<file path="config.mk">
export PLATFORM = sky130hd
export DESIGN_NAME = http_request_head_tokenizer_unit_flat
export DESIGN_NICKNAME = d
export VERILOG_FILES = /design/src/htok_pkg.sv /design/src/htok_if.sv /design/src/htok_core.sv /design/src/htok_skid.sv /design/src/http_request_head_tokenizer_unit.sv /design/src/flat_wrapper.sv
export SDC_FILE = /design/constraint.sdc
export NUM_CORES = 1
export LEC_CHECK = 0
export BUFFER_PORTS_ARGS = -buffer_cell sky130_fd_sc_hd__buf_2
export CELL_PAD_IN_SITES_DETAIL_PLACEMENT = 1
export CELL_PAD_IN_SITES_GLOBAL_PLACEMENT = 1
export CORE_MARGIN = 1
export CORE_UTILIZATION = 40
export CTS_CLUSTER_SIZE = 30
export DETAILED_ROUTE_END_ITERATION = 7
export MAX_ROUTING_LAYER = met4
export PLACE_DENSITY_LB_ADDON = 0.1
export SYNTH_ARGS = -nofsm -noshare
export SYNTH_HDL_FRONTEND = slang
export SYNTH_HIERARCHICAL = 1
export SYNTH_SLANG_ARGS = --single-unit
export TNS_END_PERCENT = 50
</file>
<file path="constraint.sdc">
create_clock -name clk -period 8.5 [get_ports clk]
set_input_delay 0.85 -clock clk [delete_from_list [all_inputs] [get_ports clk]]
set_output_delay 0.85 -clock clk [all_outputs]
set_load 0.02 [all_outputs]
</file>
<file path="src/htok_pkg.sv">
// shared types and constants of the request head tokenizer
package htok_pkg;

  typedef enum logic [2:0] {
    KIND_METHOD  = 3'd0,
    KIND_URI     = 3'd1,
    KIND_VERSION = 3'd2,
    KIND_KEY     = 3'd3,
    KIND_VALUE   = 3'd4,
    KIND_DONE    = 3'd5
  } token_kind_t;

  // request line: start, method, space, uri, space, version
  // header line: start, key, space, value
  typedef enum logic [2:0] {
    LS_START = 3'd0,
    LS_TOK1  = 3'd1,
    LS_SP1   = 3'd2,
    LS_TOK2  = 3'd3,
    LS_SP2   = 3'd4,
    LS_TOK3  = 3'd5
  } line_state_t;

  localparam logic [7:0] CH_SPACE = 8'h20;
  localparam logic [7:0] CH_LF    = 8'h0a;
  localparam logic [7:0] CH_CR    = 8'h0d;

  localparam int unsigned POS_W = 16;

  typedef struct packed {
    token_kind_t        kind;
    logic [POS_W-1:0]   start_pos;
    logic [POS_W-1:0]   end_pos;
    logic               sat;
  } token_t;

endpackage

</file>
<file path="src/htok_if.sv">
// request channels: byte stream in, token stream out
interface htok_byte_if (input logic clk);
  logic       valid;
  logic       ready;
  logic [7:0] data_byte;

  modport source (output valid, output data_byte, input ready);
  modport sink (input valid, input data_byte, output ready);
endinterface

interface htok_token_if (input logic clk);
  logic                          valid;
  logic                          ready;
  logic [2:0]                    token_kind;
  logic [htok_pkg::POS_W-1:0]    token_start;
  logic [htok_pkg::POS_W-1:0]    token_end;
  logic                          position_saturated;

  modport source (output valid, output token_kind, output token_start, output token_end,
                  output position_saturated, input ready);
  modport sink (input valid, input token_kind, input token_start, input token_end,
                input position_saturated, output ready);
endinterface

</file>
<file path="src/htok_core.sv">
// line state machine, byte offset and token boundary tracking
module htok_core #(
  parameter logic [htok_pkg::POS_W-1:0] MAX_POS = 16'hffff
) (
  input  logic             clk,
  input  logic             rst,
  input  logic             in_fire,
  input  logic [7:0]       data_byte,
  output logic             res_valid,
  output htok_pkg::token_t res
);

  htok_pkg::line_state_t         line_state, line_state_next;
  logic                          in_headers, in_headers_next;
  logic [htok_pkg::POS_W-1:0]    byte_position, byte_position_next;
  logic [htok_pkg::POS_W-1:0]    token_start, token_start_next;
  logic [htok_pkg::POS_W-1:0]    prev_pos;
  logic                          sat;
  logic                          hit;

  always_ff @(posedge clk) begin
    if (rst) begin
      line_state    <= htok_pkg::LS_START;
      in_headers    <= 1'b0;
      byte_position <= '0;
      token_start   <= '0;
    end else if (in_fire) begin
      line_state    <= line_state_next;
      in_headers    <= in_headers_next;
      byte_position <= byte_position_next;
      token_start   <= token_start_next;
    end
  end

  assign sat                = (byte_position == MAX_POS);
  assign prev_pos           = byte_position - 16'd1;
  assign byte_position_next = sat ? byte_position : byte_position + 16'd1;

  always_comb begin
    line_state_next = line_state;
    in_headers_next = in_headers;
    token_start_next = token_start;
    hit             = 1'b0;
    res.kind        = htok_pkg::KIND_METHOD;
    res.start_pos   = token_start;
    res.end_pos     = byte_position;
    res.sat         = sat;
    if (!in_headers) begin
      case (line_state)
        htok_pkg::LS_TOK1: begin
          if (data_byte == htok_pkg::CH_SPACE) begin
            hit             = 1'b1;
            res.kind        = htok_pkg::KIND_METHOD;
            line_state_next = htok_pkg::LS_SP1;
          end
        end
        htok_pkg::LS_SP1: begin
          token_start_next = byte_position;
          line_state_next  = htok_pkg::LS_TOK2;
        end
        htok_pkg::LS_TOK2: begin
          if (data_byte == htok_pkg::CH_SPACE) begin
            hit             = 1'b1;
            res.kind        = htok_pkg::KIND_URI;
            line_state_next = htok_pkg::LS_SP2;
          end
        end
        htok_pkg::LS_SP2: begin
          token_start_next = byte_position;
          line_state_next  = htok_pkg::LS_TOK3;
        end
        htok_pkg::LS_TOK3: begin
          if (data_byte == htok_pkg::CH_LF) begin
            hit             = 1'b1;
            res.kind        = htok_pkg::KIND_VERSION;
            res.end_pos     = prev_pos;
            line_state_next = htok_pkg::LS_START;
            in_headers_next = 1'b1;
          end
        end
        default: begin
          token_start_next = byte_position;
          line_state_next  = htok_pkg::LS_TOK1;
        end
      endcase
    end else begin
      case (line_state)
        htok_pkg::LS_TOK1: begin
          if (data_byte == htok_pkg::CH_SPACE) begin
            hit             = 1'b1;
            res.kind        = htok_pkg::KIND_KEY;
            res.end_pos     = prev_pos;
            line_state_next = htok_pkg::LS_SP1;
          end
        end
        htok_pkg::LS_SP1: begin
          token_start_next = byte_position;
          line_state_next  = htok_pkg::LS_TOK2;
        end
        htok_pkg::LS_TOK2: begin
          if (data_byte == htok_pkg::CH_LF) begin
            hit             = 1'b1;
            res.kind        = htok_pkg::KIND_VALUE;
            res.end_pos     = prev_pos;
            line_state_next = htok_pkg::LS_START;
          end
        end
        default: begin
          if (data_byte == htok_pkg::CH_CR) begin
            line_state_next = htok_pkg::LS_START;
          end else if (data_byte == htok_pkg::CH_LF) begin
            // empty line closes the head, back to a fresh request line
            hit             = 1'b1;
            res.kind        = htok_pkg::KIND_DONE;
            res.start_pos   = byte_position;
            line_state_next = htok_pkg::LS_START;
            in_headers_next = 1'b0;
          end else begin
            token_start_next = byte_position;
            line_state_next  = htok_pkg::LS_TOK1;
          end
        end
      endcase
    end
  end

  assign res_valid = in_fire & hit;

  a_pos_count: assert property (@(posedge clk) disable iff (rst)
    in_fire && !sat |=> byte_position == $past(byte_position) + 16'd1)
    else $error("byte offset did not advance");

  a_pos_hold: assert property (@(posedge clk) disable iff (rst)
    !in_fire |=> $stable(byte_position) && $stable(line_state))
    else $error("state moved without a request");

  a_hdr_state: assert property (@(posedge clk) disable iff (rst)
    in_headers |-> (line_state == htok_pkg::LS_START || line_state == htok_pkg::LS_TOK1 ||
                    line_state == htok_pkg::LS_SP1 || line_state == htok_pkg::LS_TOK2))
    else $error("header phase in a request line sub-state");

endmodule

</file>
<file path="src/htok_skid.sv">
// output register with one skid entry for token results
module htok_skid (
  input  logic             clk,
  input  logic             rst,
  input  logic             push,
  input  htok_pkg::token_t push_data,
  output logic             full,
  output logic             out_valid,
  input  logic             out_ready,
  output htok_pkg::token_t out_data
);

  logic             skid_valid;
  htok_pkg::token_t skid_data;
  logic             pop;

  assign pop  = out_valid & out_ready;
  assign full = skid_valid;

  always_ff @(posedge clk) begin
    if (rst) begin
      out_valid  <= 1'b0;
      skid_valid <= 1'b0;
    end else begin
      if (pop) begin
        if (skid_valid) begin
          skid_valid <= 1'b0;
        end else if (!push) begin
          out_valid <= 1'b0;
        end
      end else if (push) begin
        if (out_valid) begin
          skid_valid <= 1'b1;
        end else begin
          out_valid <= 1'b1;
        end
      end
    end
  end

  always_ff @(posedge clk) begin
    if (pop) begin
      if (skid_valid) begin
        out_data <= skid_data;
      end else if (push) begin
        out_data <= push_data;
      end
    end else if (push) begin
      if (out_valid) begin
        skid_data <= push_data;
      end else begin
        out_data <= push_data;
      end
    end
  end

  a_skid_behind_out: assert property (@(posedge clk) disable iff (rst)
    skid_valid |-> out_valid)
    else $error("skid entry without an output entry");

  a_no_push_full: assert property (@(posedge clk) disable iff (rst)
    push |-> !skid_valid)
    else $error("result pushed into a full buffer");

  a_skid_hold: assert property (@(posedge clk) disable iff (rst)
    skid_valid && !out_ready |=> skid_valid && $stable(skid_data))
    else $error("skid entry lost while stalled");

endmodule

</file>
<file path="src/http_request_head_tokenizer_unit.sv">
// top level of the request head tokenizer
//
//  channel    dir  handshake      payload
//  byte_in    in   valid/ready    data_byte[7:0]
//  token_out  out  valid/ready    token_kind[2:0] token_start[15:0] token_end[15:0]
//                                 position_saturated
//
// one byte per cycle while byte_in.ready is high; a token result is registered on the byte that closes it
// the line state machine and offset update sit between the byte input and the result
// register, so throughput is set by that single state update loop
// reset (rst, synchronous) returns to request line start at offset zero
// a stalled output fills the skid entry; byte_in.ready drops only while it is full
module http_request_head_tokenizer_unit #(
  parameter longint unsigned HEAD_BYTES = 65536
) (
  input  logic          clk,
  input  logic          rst,
  htok_byte_if.sink     byte_in,
  htok_token_if.source  token_out
);

  localparam longint unsigned LIMIT = (HEAD_BYTES > 64'd65536) ? 64'd65536 :
                                      ((HEAD_BYTES == 64'd0) ? 64'd1 : HEAD_BYTES);
  localparam logic [htok_pkg::POS_W-1:0] MAX_POS = htok_pkg::POS_W'(LIMIT - 64'd1);

  logic             in_fire;
  logic             res_valid;
  htok_pkg::token_t res;
  logic             full;
  htok_pkg::token_t out_data;

  assign byte_in.ready = ~full;
  assign in_fire       = byte_in.valid & ~full;

  htok_core #(
    .MAX_POS (MAX_POS)
  ) u_core (
    .clk       (clk),
    .rst       (rst),
    .in_fire   (in_fire),
    .data_byte (byte_in.data_byte),
    .res_valid (res_valid),
    .res       (res)
  );

  htok_skid u_skid (
    .clk       (clk),
    .rst       (rst),
    .push      (res_valid),
    .push_data (res),
    .full      (full),
    .out_valid (token_out.valid),
    .out_ready (token_out.ready),
    .out_data  (out_data)
  );

  assign token_out.token_kind         = out_data.kind;
  assign token_out.token_start        = out_data.start_pos;
  assign token_out.token_end          = out_data.end_pos;
  assign token_out.position_saturated = out_data.sat;

endmodule

</file>
<file path="src/flat_wrapper.sv">
// flat-port wrapper written by rule: the top's interface ports become plain ports
module http_request_head_tokenizer_unit_flat 
#(
  parameter longint unsigned HEAD_BYTES = 65536
)
  (clk, rst, byte_in_valid, byte_in_data_byte, byte_in_ready, token_out_valid, token_out_token_kind, token_out_token_start, token_out_token_end, token_out_position_saturated, token_out_ready);
  htok_byte_if byte_in_i (.clk(clk));
  htok_token_if token_out_i (.clk(clk));
  input  logic clk;
  input  logic rst;
  input wire logic [$bits(byte_in_i.valid)-1:0] byte_in_valid;
  input wire logic [$bits(byte_in_i.data_byte)-1:0] byte_in_data_byte;
  output wire logic [$bits(byte_in_i.ready)-1:0] byte_in_ready;
  output wire logic [$bits(token_out_i.valid)-1:0] token_out_valid;
  output wire logic [$bits(token_out_i.token_kind)-1:0] token_out_token_kind;
  output wire logic [$bits(token_out_i.token_start)-1:0] token_out_token_start;
  output wire logic [$bits(token_out_i.token_end)-1:0] token_out_token_end;
  output wire logic [$bits(token_out_i.position_saturated)-1:0] token_out_position_saturated;
  input wire logic [$bits(token_out_i.ready)-1:0] token_out_ready;
  assign byte_in_i.valid = byte_in_valid;
  assign byte_in_i.data_byte = byte_in_data_byte;
  assign byte_in_ready = byte_in_i.ready;
  assign token_out_valid = token_out_i.valid;
  assign token_out_token_kind = token_out_i.token_kind;
  assign token_out_token_start = token_out_i.token_start;
  assign token_out_token_end = token_out_i.token_end;
  assign token_out_position_saturated = token_out_i.position_saturated;
  assign token_out_i.ready = token_out_ready;
  http_request_head_tokenizer_unit #(.HEAD_BYTES(HEAD_BYTES)) u_core (.clk(clk), .rst(rst), .byte_in(byte_in_i), .token_out(token_out_i));
endmodule
</file>
==> impl_summary.log, run 1 <==
[metrics] outcome: completed
[metrics] maximum buffer depth of the clock tree: 2
[metrics] DRT Wirelength: 13.1 mm
[metrics] Routability Congestion: 0.827
[metrics] unrepaired setup endpoints after global routing: no
[metrics] Post-CTS Setup Inserts: 0
[metrics] fraction of synthesis flops using an asynchronous set or reset pin: 0%
[metrics] synthesized area: 5660 um2
[metrics] initial detailed-routing violation count: 189
[metrics] CTS Buf Count: 9
[metrics] final clock skew: 0.0113 ns
[metrics] Max Slew Vio Count: 0
[metrics] Post-Synthesis Mean Instance Area: 12.1 um2
[metrics] Rows: 43
[metrics] setup TNS: 0 ns
[metrics] share of the synthesized area in the top cell type: 38.2%
[metrics] number of antenna violations at the first check in global routing: 0
[metrics] total die area: 14600 um2
[metrics] Synth Warn #: 6
[metrics] overall overflow remaining after global route: 0
[metrics] register bit total from synthesis: 110
[metrics] dominant register cell in the synthesized netlist: edfxtp_1
[metrics] vias per inst: 5.61
[metrics] clock tree from TritonCTS: yes
[metrics] final-report hold violation count: 0
[metrics] Boundary Pins: 50
[metrics] shortest clock period the worst path allows after layout: 3.12 ns
[metrics] layout cell share with drive strength beyond 1: 27.5%
[metrics] Post-Syn Nets: 481
[metrics] post_cts resized: 0
[metrics] Worst Max-Slew Pin Slew: 0.952 ns
[metrics] initial core utilization: 40.9%
[metrics] critical path capture point type: flip-flop
[metrics] maximum clock frequency: 0.321 GHz
[metrics] DR vias: 3846
[metrics] Root Buffer: clkbuf_16
[metrics] number of setup violations in the final report: 0
[metrics] worst-case vdd ir drop: 0.0929 mV
[metrics] maximum number of pins on one net before global-route repair: 56
[metrics] worst min-delay path class: reg -> reg
[metrics] critical path fanouts, max: 20
[metrics] share of the core filled with cells: 45.6%
[metrics] Detailed Routing Iterations Pass 1: 4
[metrics] I/O Buffers: 49
[metrics] Crit path required time: 8.53 ns
[metrics] type of the worst setup path: in -> reg
[metrics] cell taking the most area after synthesis: edfxtp_1
[metrics] growth of design area from synthesis to finish: 11.5%
[metrics] Area contributors post-synth: edfxtp_1 38%, dfxtp_1 13%, mux2_4 8.0%, mux2_2 4.6%, mux2i_1 4.1%
[metrics] Power Dens Cells: 166 nW/um2
[metrics] final worst path period share: 36.7%
[metrics] clock net sink count: 110
[metrics] number of H-tree levels: 3
[metrics] post-detailed-placement half-perimeter wirelength: 9.08 mm
[metrics] Worst Setup Start Kind: primary input
[metrics] Synth cell types: 69
[metrics] Seq/Total Area, Yosys: 51.6%
[metrics] number of synthesized flops with an enable pin: 72
[metrics] later-pin clock latency in the skew report: 0.35 ns
[metrics] CORE AREA: 13800 um2
[metrics] die height: 121 um
[metrics] Net count, final: 516
[metrics] Slew headroom: 36.6%
[metrics] number of max-cap violations: 0
[metrics] arrival time at the worst endpoint: 3.15 ns
[metrics] Die W: 121 um
[metrics] vias in the first global route: 3824
[metrics] GR Util All Layers: 19.6%
[metrics] global-route wire length before repair: 21.0 mm
[metrics] Wirelength per Cell: 19.1 um
[metrics] Remaining DRCs: 0
[metrics] count of antenna-violating nets left after detailed routing: 0
[metrics] Post-CTS Hold Fix Bufs: 0
[metrics] # diodes: 0
[metrics] clock transition at the registers of the reported paths: 0.07 ns
[metrics] standby leakage power: 2.44 nW
[metrics] gate count after technology mapping: 466
-- synthesized netlist by cell type (4+ instances only) --
master,number
a31oi_1,5
edfxtp_1,72
nor2b_1,8
nand3_1,10
o21bai_1,4
mux2_4,30
or3_1,5
nand2b_1,34
buf_2,5
nand4_1,5
nor2_1,14
mux2i_1,23
nor3b_1,4
o211ai_1,4
xnor2_1,4
mux2_2,23
o21ai_0,10
or4_1,8
clkbuf_1,18
and2_1,5
a21oi_1,10
dfxtp_1,38
o31ai_1,5
nor4_1,5
a211oi_1,8
nor3_1,11
nand2_1,18
xor2_1,8
a2111oi_1,4
inv_1,10
or2_2,6
-- power by group --
group	total, mW	internal (mW)	switching (mW)
Sequential	0.575	0.566	0.00934
Combinational	0.0634	0.0253	0.0381
Clock	0.412	0.218	0.193
Total	1.05	0.809	0.241
-- routing by layer --
metal  wire length [um]  global-route usage, %
met2               6160                   30.8
met1               6250                   25.4
met4                229                   6.71
met5                  0                      -
met3                425                   3.52
-- placed cells by master, fill, tap and decap left out, types with 3 or more instances in the layout --
| cell | netlist | layout |
|---|---|---|
| or4_1 | 8 | 8 |
| clkbuf_16 | 0 | 10 |
| and2_1 | 5 | 5 |
| mux2i_1 | 23 | 23 |
| edfxtp_1 | 72 | 72 |
| nand4_1 | 5 | 5 |
| nor4_1 | 5 | 5 |
| nor3b_1 | 4 | 4 |
| a21oi_1 | 10 | 10 |
| nor2b_1 | 8 | 8 |
| xnor2_1 | 4 | 4 |
| nand3_1 | 10 | 10 |
| nor3_1 | 11 | 10 |
| buf_4 | 1 | 4 |
| nand2b_1 | 34 | 34 |
| o211ai_1 | 4 | 4 |
| xor2_1 | 8 | 8 |
| nor2_1 | 14 | 14 |
| mux2_4 | 30 | 30 |
| a211oi_1 | 8 | 8 |
| nor3_2 | 2 | 3 |
| dfxtp_1 | 38 | 38 |
| a2111oi_1 | 4 | 4 |
| or2_2 | 6 | 6 |
| o21bai_1 | 4 | 4 |
| or3_1 | 5 | 5 |
| mux2_2 | 23 | 23 |
| inv_1 | 10 | 10 |
| a31oi_1 | 5 | 5 |
| nand2_1 | 18 | 18 |
| ha_1 | 3 | 3 |
| buf_2 | 5 | 49 |
| o31ai_1 | 5 | 5 |
| o21ai_0 | 10 | 10 |
-- worst max-delay path, cell delays in order --
cell      delay (ns)
buf_2           0.13
or3b_1          0.51
a211oi_1        0.25
o211a_1         0.21
and2_1          0.77
buf_4           0.41
-- kinds of logic after synthesis --
kind of cell	after synthesis	synth area share, %
compound gates	72	9.57
xor+xnor	12	1.86
fa+ha+maj	3	0.663
buf+inv	39	3.16
flops	110	51.6
mux	76	16.6
simple gates	154	16.5
-- area by class of cell --
cell class                      instances  area (um2)
Fill cell                            1471        7520
Timing Repair Buffer                   53         275
Clock buffer                           12         258
Multi-Input combinational cell        317        2560
Tap cell                              180         225
Sequential cell                       110        2920
Inverter                               10        37.5
Clock inverter                          4        27.5
-- state kept, by name (all words and copies together) (netlist names) --
name,flops
u_core/u_skid/out_data,36
u_core/u_skid/skid_data,36
u_core/u_core/byte_position,16
u_core/u_core/token_start,16
u_core/u_core/line_state,3
u_core/u_core/in_headers,1
u_core/u_skid/full,1
u_core/u_skid/out_valid,1
-- path summary, 6_finish.rpt --
check                                                   end                                 startpoint  cells past startpoint  slack [ns]
setup / recovery       u_core/u_skid/skid_data[0]$_DFFE_PP_                       byte_in_data_byte[1]                      6        5.38
hold / removal    u_core/u_core/token_start[6]$_SDFFE_PP0P_  u_core/u_core/token_start[6]$_SDFFE_PP0P_                      2        0.48
setup reg to reg       u_core/u_skid/skid_data[0]$_DFFE_PP_   u_core/u_core/line_state[2]$_SDFFE_PP0P_                      6        5.48
hold reg to reg   u_core/u_core/token_start[6]$_SDFFE_PP0P_  u_core/u_core/token_start[6]$_SDFFE_PP0P_                      2        0.48
-- per-stage QoR --
step	instance area [um2]	cells	hold slack (ns)	power [mW]	worst slack [ns]
after floorplan	5660	466	0.446	0.630	3.54
after global placement	6030	670	0.457	0.650	5.02
after detailed placement	6030	670	0.473	0.651	5.00
after CTS	6310	686	0.483	1.06	5.35
after global routing	6310	686	0.499	1.09	5.19
final	6310	686	0.482	1.05	5.38
No activity file was read; power rests on OpenSTA's default activity.
==> inputs of run 2 (changes only) <==
==> constraint.sdc (replaced) <==
create_clock -name clk -period 2.6 [get_ports clk]
set_input_delay 0.26 -clock clk [delete_from_list [all_inputs] [get_ports clk]]
set_output_delay 0.26 -clock clk [all_outputs]
set_load 0.02 [all_outputs]
==> impl_summary.log, run 2 (synthesis results as in run 1) <==
[metrics] outcome: completed (unchanged)
[metrics] Boundary Pins: 50 (unchanged)
[metrics] critical path fanouts, max: 14 (was 20)
[metrics] layout cell share with drive strength beyond 1: 33.1% (was 27.5%)
[metrics] DR vias: 4025 (was 3846)
[metrics] Slew headroom: 53.0% (was 36.6%)
[metrics] footprint of the flip-flops and latches: 2920 um2 (unchanged)
[metrics] worst hold path depth: 2 (unchanged)
[metrics] Remaining DRCs: 0 (unchanged)
[metrics] final worst path period share: 93.4%
[metrics] Post-CTS Setup Inserts: 0 (unchanged)
[metrics] post_cts resized: 0 (unchanged)
[metrics] clock tree from TritonCTS: yes (unchanged)
[metrics] final clock skew: 0.0100 ns (was 0.0113 ns)
[metrics] Worst Reg-to-Reg Cells: 5 (was 6)
[metrics] type of the worst setup path: reg -> reg (was in -> reg)
[metrics] number of H-tree levels: 3 (unchanged)
[metrics] clock transition at the registers of the reported paths: 0.07 ns (about the same)
[metrics] # diodes: 0 (unchanged)
[metrics] initial detailed-routing violation count: 202 (was 189)
[metrics] worst-case vdd ir drop: 0.294 mV (was 0.0929 mV)
[metrics] clock net sink count: 110 (unchanged)
[metrics] number of max-cap violations: 0 (unchanged)
[metrics] total die area: 14600 um2 (unchanged)
[metrics] overall overflow remaining after global route: 0 (unchanged)
[metrics] I/O Buffers: 49 (unchanged)
[metrics] post-detailed-placement half-perimeter wirelength: 9.94 mm (was 9.08 mm)
[metrics] most common cell after layout, fill and taps aside: edfxtp_1 (unchanged)
[metrics] number of antenna violations at the first check in global routing: 0 (unchanged)
[metrics] DRT Wirelength: 14.0 mm (was 13.1 mm)
[metrics] CTS Buf Count: 9 (unchanged)
[metrics] Detailed Routing Iterations Pass 1: 4 (unchanged)
[metrics] CORE AREA: 13800 um2 (unchanged)
[metrics] Root Buffer: clkbuf_16 (unchanged)
[metrics] global-route wire length before repair: 22.9 mm (was 21.0 mm)
[metrics] maximum number of pins on one net before global-route repair: 37 (was 56)
[metrics] Max Slew Vio Count: 0 (unchanged)
[metrics] vias in the first global route: 4178 (was 3824)
[metrics] critical path's slowest cell: dfxtp_1 (was and2_1)
[metrics] standby leakage power: 2.64 nW (was 2.44 nW)
[metrics] Worst Max-Slew Pin Slew: 0.704 ns (was 0.952 ns)
[metrics] die height: 121 um (unchanged)
[metrics] Rows: 43 (unchanged)
[metrics] series of cell instances along the critical path: or2b_2 -> or3_4 -> a2111oi_1 -> xor2_1 -> mux2_4 (was buf_2 -> or3b_1 -> a211oi_1 -> o211a_1 -> and2_1 -> buf_4)
[metrics] Wirelength per Cell: 19.5 um (was 19.1 um)
[metrics] maximum buffer depth of the clock tree: 2 (unchanged)
[metrics] Crit path required time: 2.71 ns (was 8.53 ns)
[metrics] final worst hold slack: 0.181 ns (was 0.482 ns)
[metrics] delay of the slowest cell on the worst path: 0.47 ns (was 0.77 ns)
[metrics] worst min-delay path class: in -> reg (was reg -> reg)
[metrics] shortest clock period the worst path allows after layout: 2.43 ns
[metrics] unrepaired setup endpoints after global routing: no (unchanged)
[metrics] initial core utilization: 40.9% (unchanged)
[metrics] arrival time at the worst endpoint: 2.54 ns (was 3.15 ns)
[metrics] later-pin clock latency in the skew report: 0.35 ns (about the same)
[metrics] critical path capture point type: flip-flop (unchanged)
[metrics] multi-input logic area: 2590 um2 (was 2560 um2)
[metrics] vias per inst: 5.58 (was 5.61)
[metrics] setup TNS: 0 ns (unchanged)
[metrics] Worst Setup Start Kind: flip-flop (was primary input)
[metrics] Net count, final: 551 (was 516)
[metrics] biggest registers after layout: u_core/u_skid/out_data: 36 flops, u_core/u_skid/skid_data: 36 flops (unchanged)
[metrics] Routability Congestion: 0.885 (was 0.827)
[metrics] GR Util All Layers: 21.2% (was 19.6%)
[metrics] highest-count cells in the layout ignoring fill and taps: 72 x edfxtp_1, 49 x buf_2, 38 x dfxtp_1 (unchanged)
[metrics] non-filler cells in the finished layout: 721 (was 686)
[metrics] growth of design area from synthesis to finish: 16.9% (was 11.5%)
[metrics] Die W: 121 um (unchanged)
[metrics] final-report hold violation count: 0 (unchanged)
[metrics] maximum clock frequency: 0.412 GHz
[metrics] Power Dens Cells: 527 nW/um2 (was 166 nW/um2)
[metrics] number of setup violations in the final report: 0 (unchanged)
[metrics] count of antenna-violating nets left after detailed routing: 0 (unchanged)
[metrics] Post-CTS Hold Fix Bufs: 0 (unchanged)
[metrics] Filler Cell Count: 1456 (was 1471)
[metrics] Post-Place Cells: 705 (was 670)
## run 2: cell types whose count changed in the layout (fill, tap and decap cells not counted), sizes merged
cell    before  now
buf         53   88
inv         12   13
clkbuf      12   11
## run 2: per-layer routing
layer / up-vias / GRT usage, % / wire length, um
li1: 1904 / - / -
met1: 2049 / 27.2 / 6570
met2: 58 / 34.7 / 6880
met3: 14 / 3.34 / 400
met4: 0 / 6.17 / 185
met5: - / - / 0
## run 2: power by group
group | total [mW] | switching [mW] | leakage (nW) | internal, mW
logic | 0.274 | 0.157 | 1.45 | 0.117
registers | 1.86 | 0.0115 | 1.05 | 1.85
clock network | 1.35 | 0.663 | 0.142 | 0.689
## run 2: layout make-up
type / count / share of cell area [%]
Sequential cell: 110 / 44.2
Clock buffer: 11 / 3.67
Clock inverter: 5 / 0.586
Timing Repair Buffer: 88 / 8.51
Inverter: 10 / 0.567
Tap cell: 180 / 3.40
Multi-Input combinational cell: 317 / 39.1
## run 2: path summary, 6_finish.rpt
check	start	endpoint	slack [ns]
worst max-delay path	u_core/u_core/line_state[1]$_SDFFE_PP0P_	u_core/u_skid/out_data[14]$_DFFE_PP_	0.17
worst min-delay path	token_out_ready	u_core/u_skid/full$_SDFFE_PP0P_	0.18
worst max register to register	u_core/u_core/line_state[1]$_SDFFE_PP0P_	u_core/u_skid/out_data[14]$_DFFE_PP_	0.17
worst min register to register	u_core/u_core/token_start[13]$_SDFFE_PP0P_	u_core/u_core/token_start[13]$_SDFFE_PP0P_	0.48
## run 2: through the flow
| stage | utilization (%) | setup slack [ns] | power (mW) | cell area [um2] |
|---|---|---|---|---|
| final | 47.9 | 0.172 | 3.49 | 6620 |
| after detailed placement | 45.8 | 0.110 | 2.17 | 6330 |
| after CTS | 47.8 | 0.169 | 3.53 | 6610 |
| after global routing | 47.9 | 0.00965 | 3.60 | 6620 |
| after global placement | 45.8 | 0.176 | 2.17 | 6330 |
| after floorplan | - | -0.0610 | 2.06 | 5690 |
## run 2: worst max-delay path, delay by kind of cell (launching register included)
kind / cells / cell delay (ns)
AND/OR/NAND/NOR: 2 / 0.77
flip-flops: 1 / 0.47
AO/OA/AOI/OAI: 1 / 0.47
multiplexers: 1 / 0.29
XOR/XNOR: 1 / 0.18
==> inputs of run 3 (changes only) <==
--- a/config.mk
+++ b/config.mk
@@ -5,13 +5,14 @@
 export SDC_FILE = /design/constraint.sdc
 export NUM_CORES = 1
 export LEC_CHECK = 0
+export ABC_AREA = 1
 export BUFFER_PORTS_ARGS = -buffer_cell sky130_fd_sc_hd__buf_2
 export CELL_PAD_IN_SITES_DETAIL_PLACEMENT = 1
 export CELL_PAD_IN_SITES_GLOBAL_PLACEMENT = 1
-export CORE_MARGIN = 1
 export CORE_UTILIZATION = 40
 export CTS_CLUSTER_SIZE = 30
 export DETAILED_ROUTE_END_ITERATION = 7
+export HOLD_SLACK_MARGIN = 0.15
 export MAX_ROUTING_LAYER = met4
 export PLACE_DENSITY_LB_ADDON = 0.1
 export SYNTH_ARGS = -nofsm -noshare
==> impl_summary.log, run 3 <==
[metrics] share of the core filled with cells: 46.0% (was 47.9%)
[metrics] global-route wire length before repair: 27.6 mm (was 22.9 mm)
[metrics] growth of design area from synthesis to finish: 11.9% (was 16.9%)
[metrics] critical path's slowest cell: dfxtp_1 (unchanged)
[metrics] final-report hold violation count: 0 (unchanged)
[metrics] gate count after technology mapping: 736 (was 466)
[metrics] most common cell in the netlist: nand2_1 (was edfxtp_1)
[metrics] post-layout instance area: 6710 um2 (was 6620 um2)
[metrics] post_cts resized: 0 (unchanged)
[metrics] number of synthesized flops with an enable pin: 72 (unchanged)
[metrics] Remaining DRCs: 0 (unchanged)
[metrics] type of the worst setup path: reg -> reg (unchanged)
[metrics] CTS Buf Count: 9 (unchanged)
[metrics] Post-Syn Nets: 751 (was 481)
[metrics] number of antenna violations at the first check in global routing: 0 (unchanged)
[metrics] clock tree from TritonCTS: yes (unchanged)
[metrics] initial detailed-routing violation count: 263 (was 202)
[metrics] GR Util All Layers: 23.3% (was 21.2%)
[metrics] CORE AREA: 14600 um2 (was 13800 um2)
[metrics] register bit total from synthesis: 110 (unchanged)
[metrics] final clock skew: 0.00774 ns (was 0.0100 ns)
[metrics] number of H-tree levels: 3 (unchanged)
[metrics] number of setup violations in the final report: 0 (unchanged)
[metrics] shortest clock period the worst path allows after layout: 2.42 ns (was 2.43 ns)
[metrics] Rows: 44 (was 43)
[metrics] Slew headroom: 58.7% (was 53.0%)
[metrics] Worst Setup Start Kind: flip-flop (unchanged)
[metrics] Net count, final: 792 (was 551)
[metrics] Area contributors post-synth: edfxtp_1 36%, dfxtp_1 13%, nand2_1 13%, nor2_1 5.5%, nand4_1 5.2% (was edfxtp_1 38%, dfxtp_1 13%, mux2_4 8.0%, mux2_2 4.6%, mux2i_1 4.1%)
[metrics] critical path capture point type: flip-flop (unchanged)
[metrics] maximum number of pins on one net before global-route repair: 42 (was 37)
[metrics] Seq/Total Area, Yosys: 48.7% (was 51.6%)
[metrics] Clk network pwr share: 40.5% (was 38.8%)
[metrics] top cell types by occurrence after synthesis: 202 x nand2_1, 88 x nor2_1, 72 x edfxtp_1 (was 72 x edfxtp_1, 38 x dfxtp_1, 34 x nand2b_1)
[metrics] footprint of the flip-flops and latches: 2920 um2 (unchanged)
[metrics] power spent charging and discharging nets: 0.987 mW (was 0.831 mW)
[metrics] multi-input logic area: 2510 um2 (was 2590 um2)
[metrics] Crit path required time: 2.65 ns (was 2.71 ns)
[metrics] later-pin clock latency in the skew report: 0.35 ns (about the same)
[metrics] share of total power consumed by net switching: 25.6% (was 23.8%)
[metrics] Comb pwr share: 9.8% (was 7.9%)
[metrics] number of max-cap violations: 0 (unchanged)
[metrics] Die W: 124 um (was 121 um)
[metrics] fraction of synthesis flops using an asynchronous set or reset pin: 0% (unchanged)
[metrics] # diodes: 0 (unchanged)
[metrics] initial core utilization: 41.1% (was 40.9%)
[metrics] delay of the slowest cell on the worst path: 0.52 ns (was 0.47 ns)
[metrics] Worst Max-Slew Pin Slew: 0.619 ns (was 0.704 ns)
[metrics] DP Area: 6380 um2 (was 6330 um2)
[metrics] series of cell instances along the critical path: nor2_1 -> nor2_1 -> nand2_1 -> nand2_1 -> nor2_1 -> nor2_1 -> inv_1 -> ha_1 -> inv_1 -> nand2_1 -> nor2_4 -> buf_12 (was or2b_2 -> or3_4 -> a2111oi_1 -> xor2_1 -> mux2_4)
[metrics] biggest registers after layout: u_core/u_skid/out_data: 36 flops, u_core/u_skid/skid_data: 36 flops (unchanged)
[metrics] clock net sink count: 110 (unchanged)
[metrics] worst-case vdd ir drop: 0.330 mV (was 0.294 mV)
[metrics] layout cell share with drive strength beyond 1: 17.9% (was 33.1%)
[metrics] Synth Warn #: 6 (unchanged)
[metrics] final worst path period share: 93.1% (was 93.4%)
[metrics] Root Buffer: clkbuf_16 (unchanged)
[metrics] Post-CTS Setup Inserts: 0 (unchanged)
[metrics] critical path fanouts, max: 36 (was 14)
[metrics] total die area: 15500 um2 (was 14600 um2)
[metrics] Synth cell types: 38 (was 69)
[metrics] I/O Buffers: 49 (unchanged)
[metrics] synthesized area: 6000 um2 (was 5660 um2)
[metrics] arrival time at the worst endpoint: 2.47 ns (was 2.54 ns)
[metrics] Filler Cell Count: 1767 (was 1456)
[metrics] maximum buffer depth of the clock tree: 2 (unchanged)
[metrics] outcome: completed (unchanged)
[metrics] Post-CTS Hold Fix Bufs: 0 (unchanged)
[metrics] Boundary Pins: 50 (unchanged)
[metrics] post-detailed-placement half-perimeter wirelength: 12.5 mm (was 9.94 mm)
[metrics] overall overflow remaining after global route: 0 (unchanged)
[metrics] dominant register cell in the synthesized netlist: edfxtp_1 (unchanged)
[metrics] standby leakage power: 2.92 nW (was 2.64 nW)
[metrics] Wirelength per Cell: 17.7 um (was 19.5 um)
[metrics] Post-Synthesis Mean Instance Area: 8.15 um2 (was 12.1 um2)
[metrics] highest-count cells in the layout ignoring fill and taps: 202 x nand2_1, 86 x nor2_1, 72 x edfxtp_1 (was 72 x edfxtp_1, 49 x buf_2, 38 x dfxtp_1)
[metrics] most common cell after layout, fill and taps aside: nand2_1 (was edfxtp_1)
[metrics] unrepaired setup endpoints after global routing: no (unchanged)
[metrics] count of antenna-violating nets left after detailed routing: 0 (unchanged)
[metrics] cell taking the most area after synthesis: edfxtp_1 (unchanged)
[metrics] vias in the first global route: 5071 (was 4178)
[metrics] internal power consumption: 2.87 mW (was 2.65 mW)
[metrics] final worst hold slack: 0.318 ns (was 0.181 ns)
[metrics] Max Slew Vio Count: 0 (unchanged)
[metrics] setup TNS: 0 ns (unchanged)
[metrics] die height: 124 um (was 121 um)
[metrics] Routability Congestion: 0.871 (was 0.885)
[metrics] Worst Reg-to-Reg Cells: 12 (was 5)
[metrics] maximum clock frequency: 0.413 GHz (was 0.412 GHz)
[metrics] DRT Wirelength: 17.1 mm (was 14.0 mm)
[metrics] clock transition at the registers of the reported paths: 0.08 ns (was 0.07 ns)
[metrics] Power Dens Cells: 575 nW/um2 (was 527 nW/um2)
[metrics] share of power burned in registers: 49.7% (was 53.4%)
[metrics] share of the synthesized area in the top cell type: 36.0% (was 38.2%)
[metrics] most frequent cell on the critical path: nor2_1
[metrics] worst min-delay path class: in -> reg (unchanged)
[metrics] Detailed Routing Iterations Pass 1: 4 (unchanged)
[metrics] vias per inst: 5.28 (was 5.58)
[metrics] DR vias: 5097 (was 4025)
[metrics] worst hold path depth: 2 (unchanged)
run 3: cell types whose count changed after synthesis, sizes merged, moves of 27 or more:
cell,change
nand2,+197
nor2,+82
inv,+66
mux2,-53
nand4,+45
nand2b,-34
a21oi,+30
nand3,+27
run 3: layout make-up:
| type | count | share of cell area (%) |
|---|---|---|
| tap | 184 | 3.43 |
| timing repair buffer | 70 | 6.38 |
| clock buffer | 10 | 3.41 |
| inverter | 76 | 4.33 |
| multi-input combinational | 510 | 37.3 |
| sequential | 110 | 43.5 |
| clock inverter | 6 | 1.57 |
run 3: worst paths after layout:
| kind | from | endpoint | slack, ns |
|---|---|---|---|
| worst max-delay path | u_core/u_core/line_state[2]$_SDFFE_PP0P_ | u_core/u_skid/out_data[3]$_DFFE_PP_ | 0.18 |
| worst min-delay path | rst | u_core/u_core/byte_position[13]$_SDFFE_PP0P_ | 0.32 |
| worst max register to register | u_core/u_core/line_state[2]$_SDFFE_PP0P_ | u_core/u_skid/out_data[3]$_DFFE_PP_ | 0.18 |
| worst min register to register | u_core/u_core/token_start[5]$_SDFFE_PP0P_ | u_core/u_core/token_start[5]$_SDFFE_PP0P_ | 0.49 |
run 3: cell families (layout without fill, tap and decap cells):
group	after synthesis	in the layout	share of synthesized area [%]
simple gates	417	417	32.2
mux	1	1	0.167
xor+xnor	7	7	1.02
fa+ha+maj	3	3	0.626
compound gates	82	82	7.57
flops	110	110	48.7
buf+inv	116	162	9.68
run 3: power by group through the flow:
stage                     Combinational [mW]  Clock [mW]  Sequential [mW]
after global routing                   0.421        1.66             1.92
after global placement                 0.368           0             1.96
after CTS                              0.379        1.60             1.92
after detailed placement               0.377           0             1.96
final                                  0.377        1.56             1.92
after floorplan                        0.272           0             1.96
run 3: worst max-delay path: cells and delay by family, from the launching register on:
family,cells,cell delay (ns)
buffers and inverters,3,0.37
adders and majority gates,1,0.21
DFF,1,0.52
and+or+nand+nor,8,0.99
run 3: metal layers:
| metal | wire length (um) | vias up | global-route usage (%) |
|---|---|---|---|
| met5 | 0 | - | - |
| met4 | 142 | 0 | 4.82 |
| met3 | 512 | 12 | 3.87 |
| met2 | 8160 | 84 | 36.8 |
| met1 | 8300 | 2485 | 31.4 |
| li1 | - | 2516 | - |
run 3: stage by stage:
stage,power (mW),std cells,worst slack [ns]
CTS,3.90,966,0.169
detailed placement,2.34,950,0.167
floorplan,2.23,736,-0.0348
finish,3.86,966,0.180
global route,4.00,966,0.00820
global placement,2.32,950,0.297
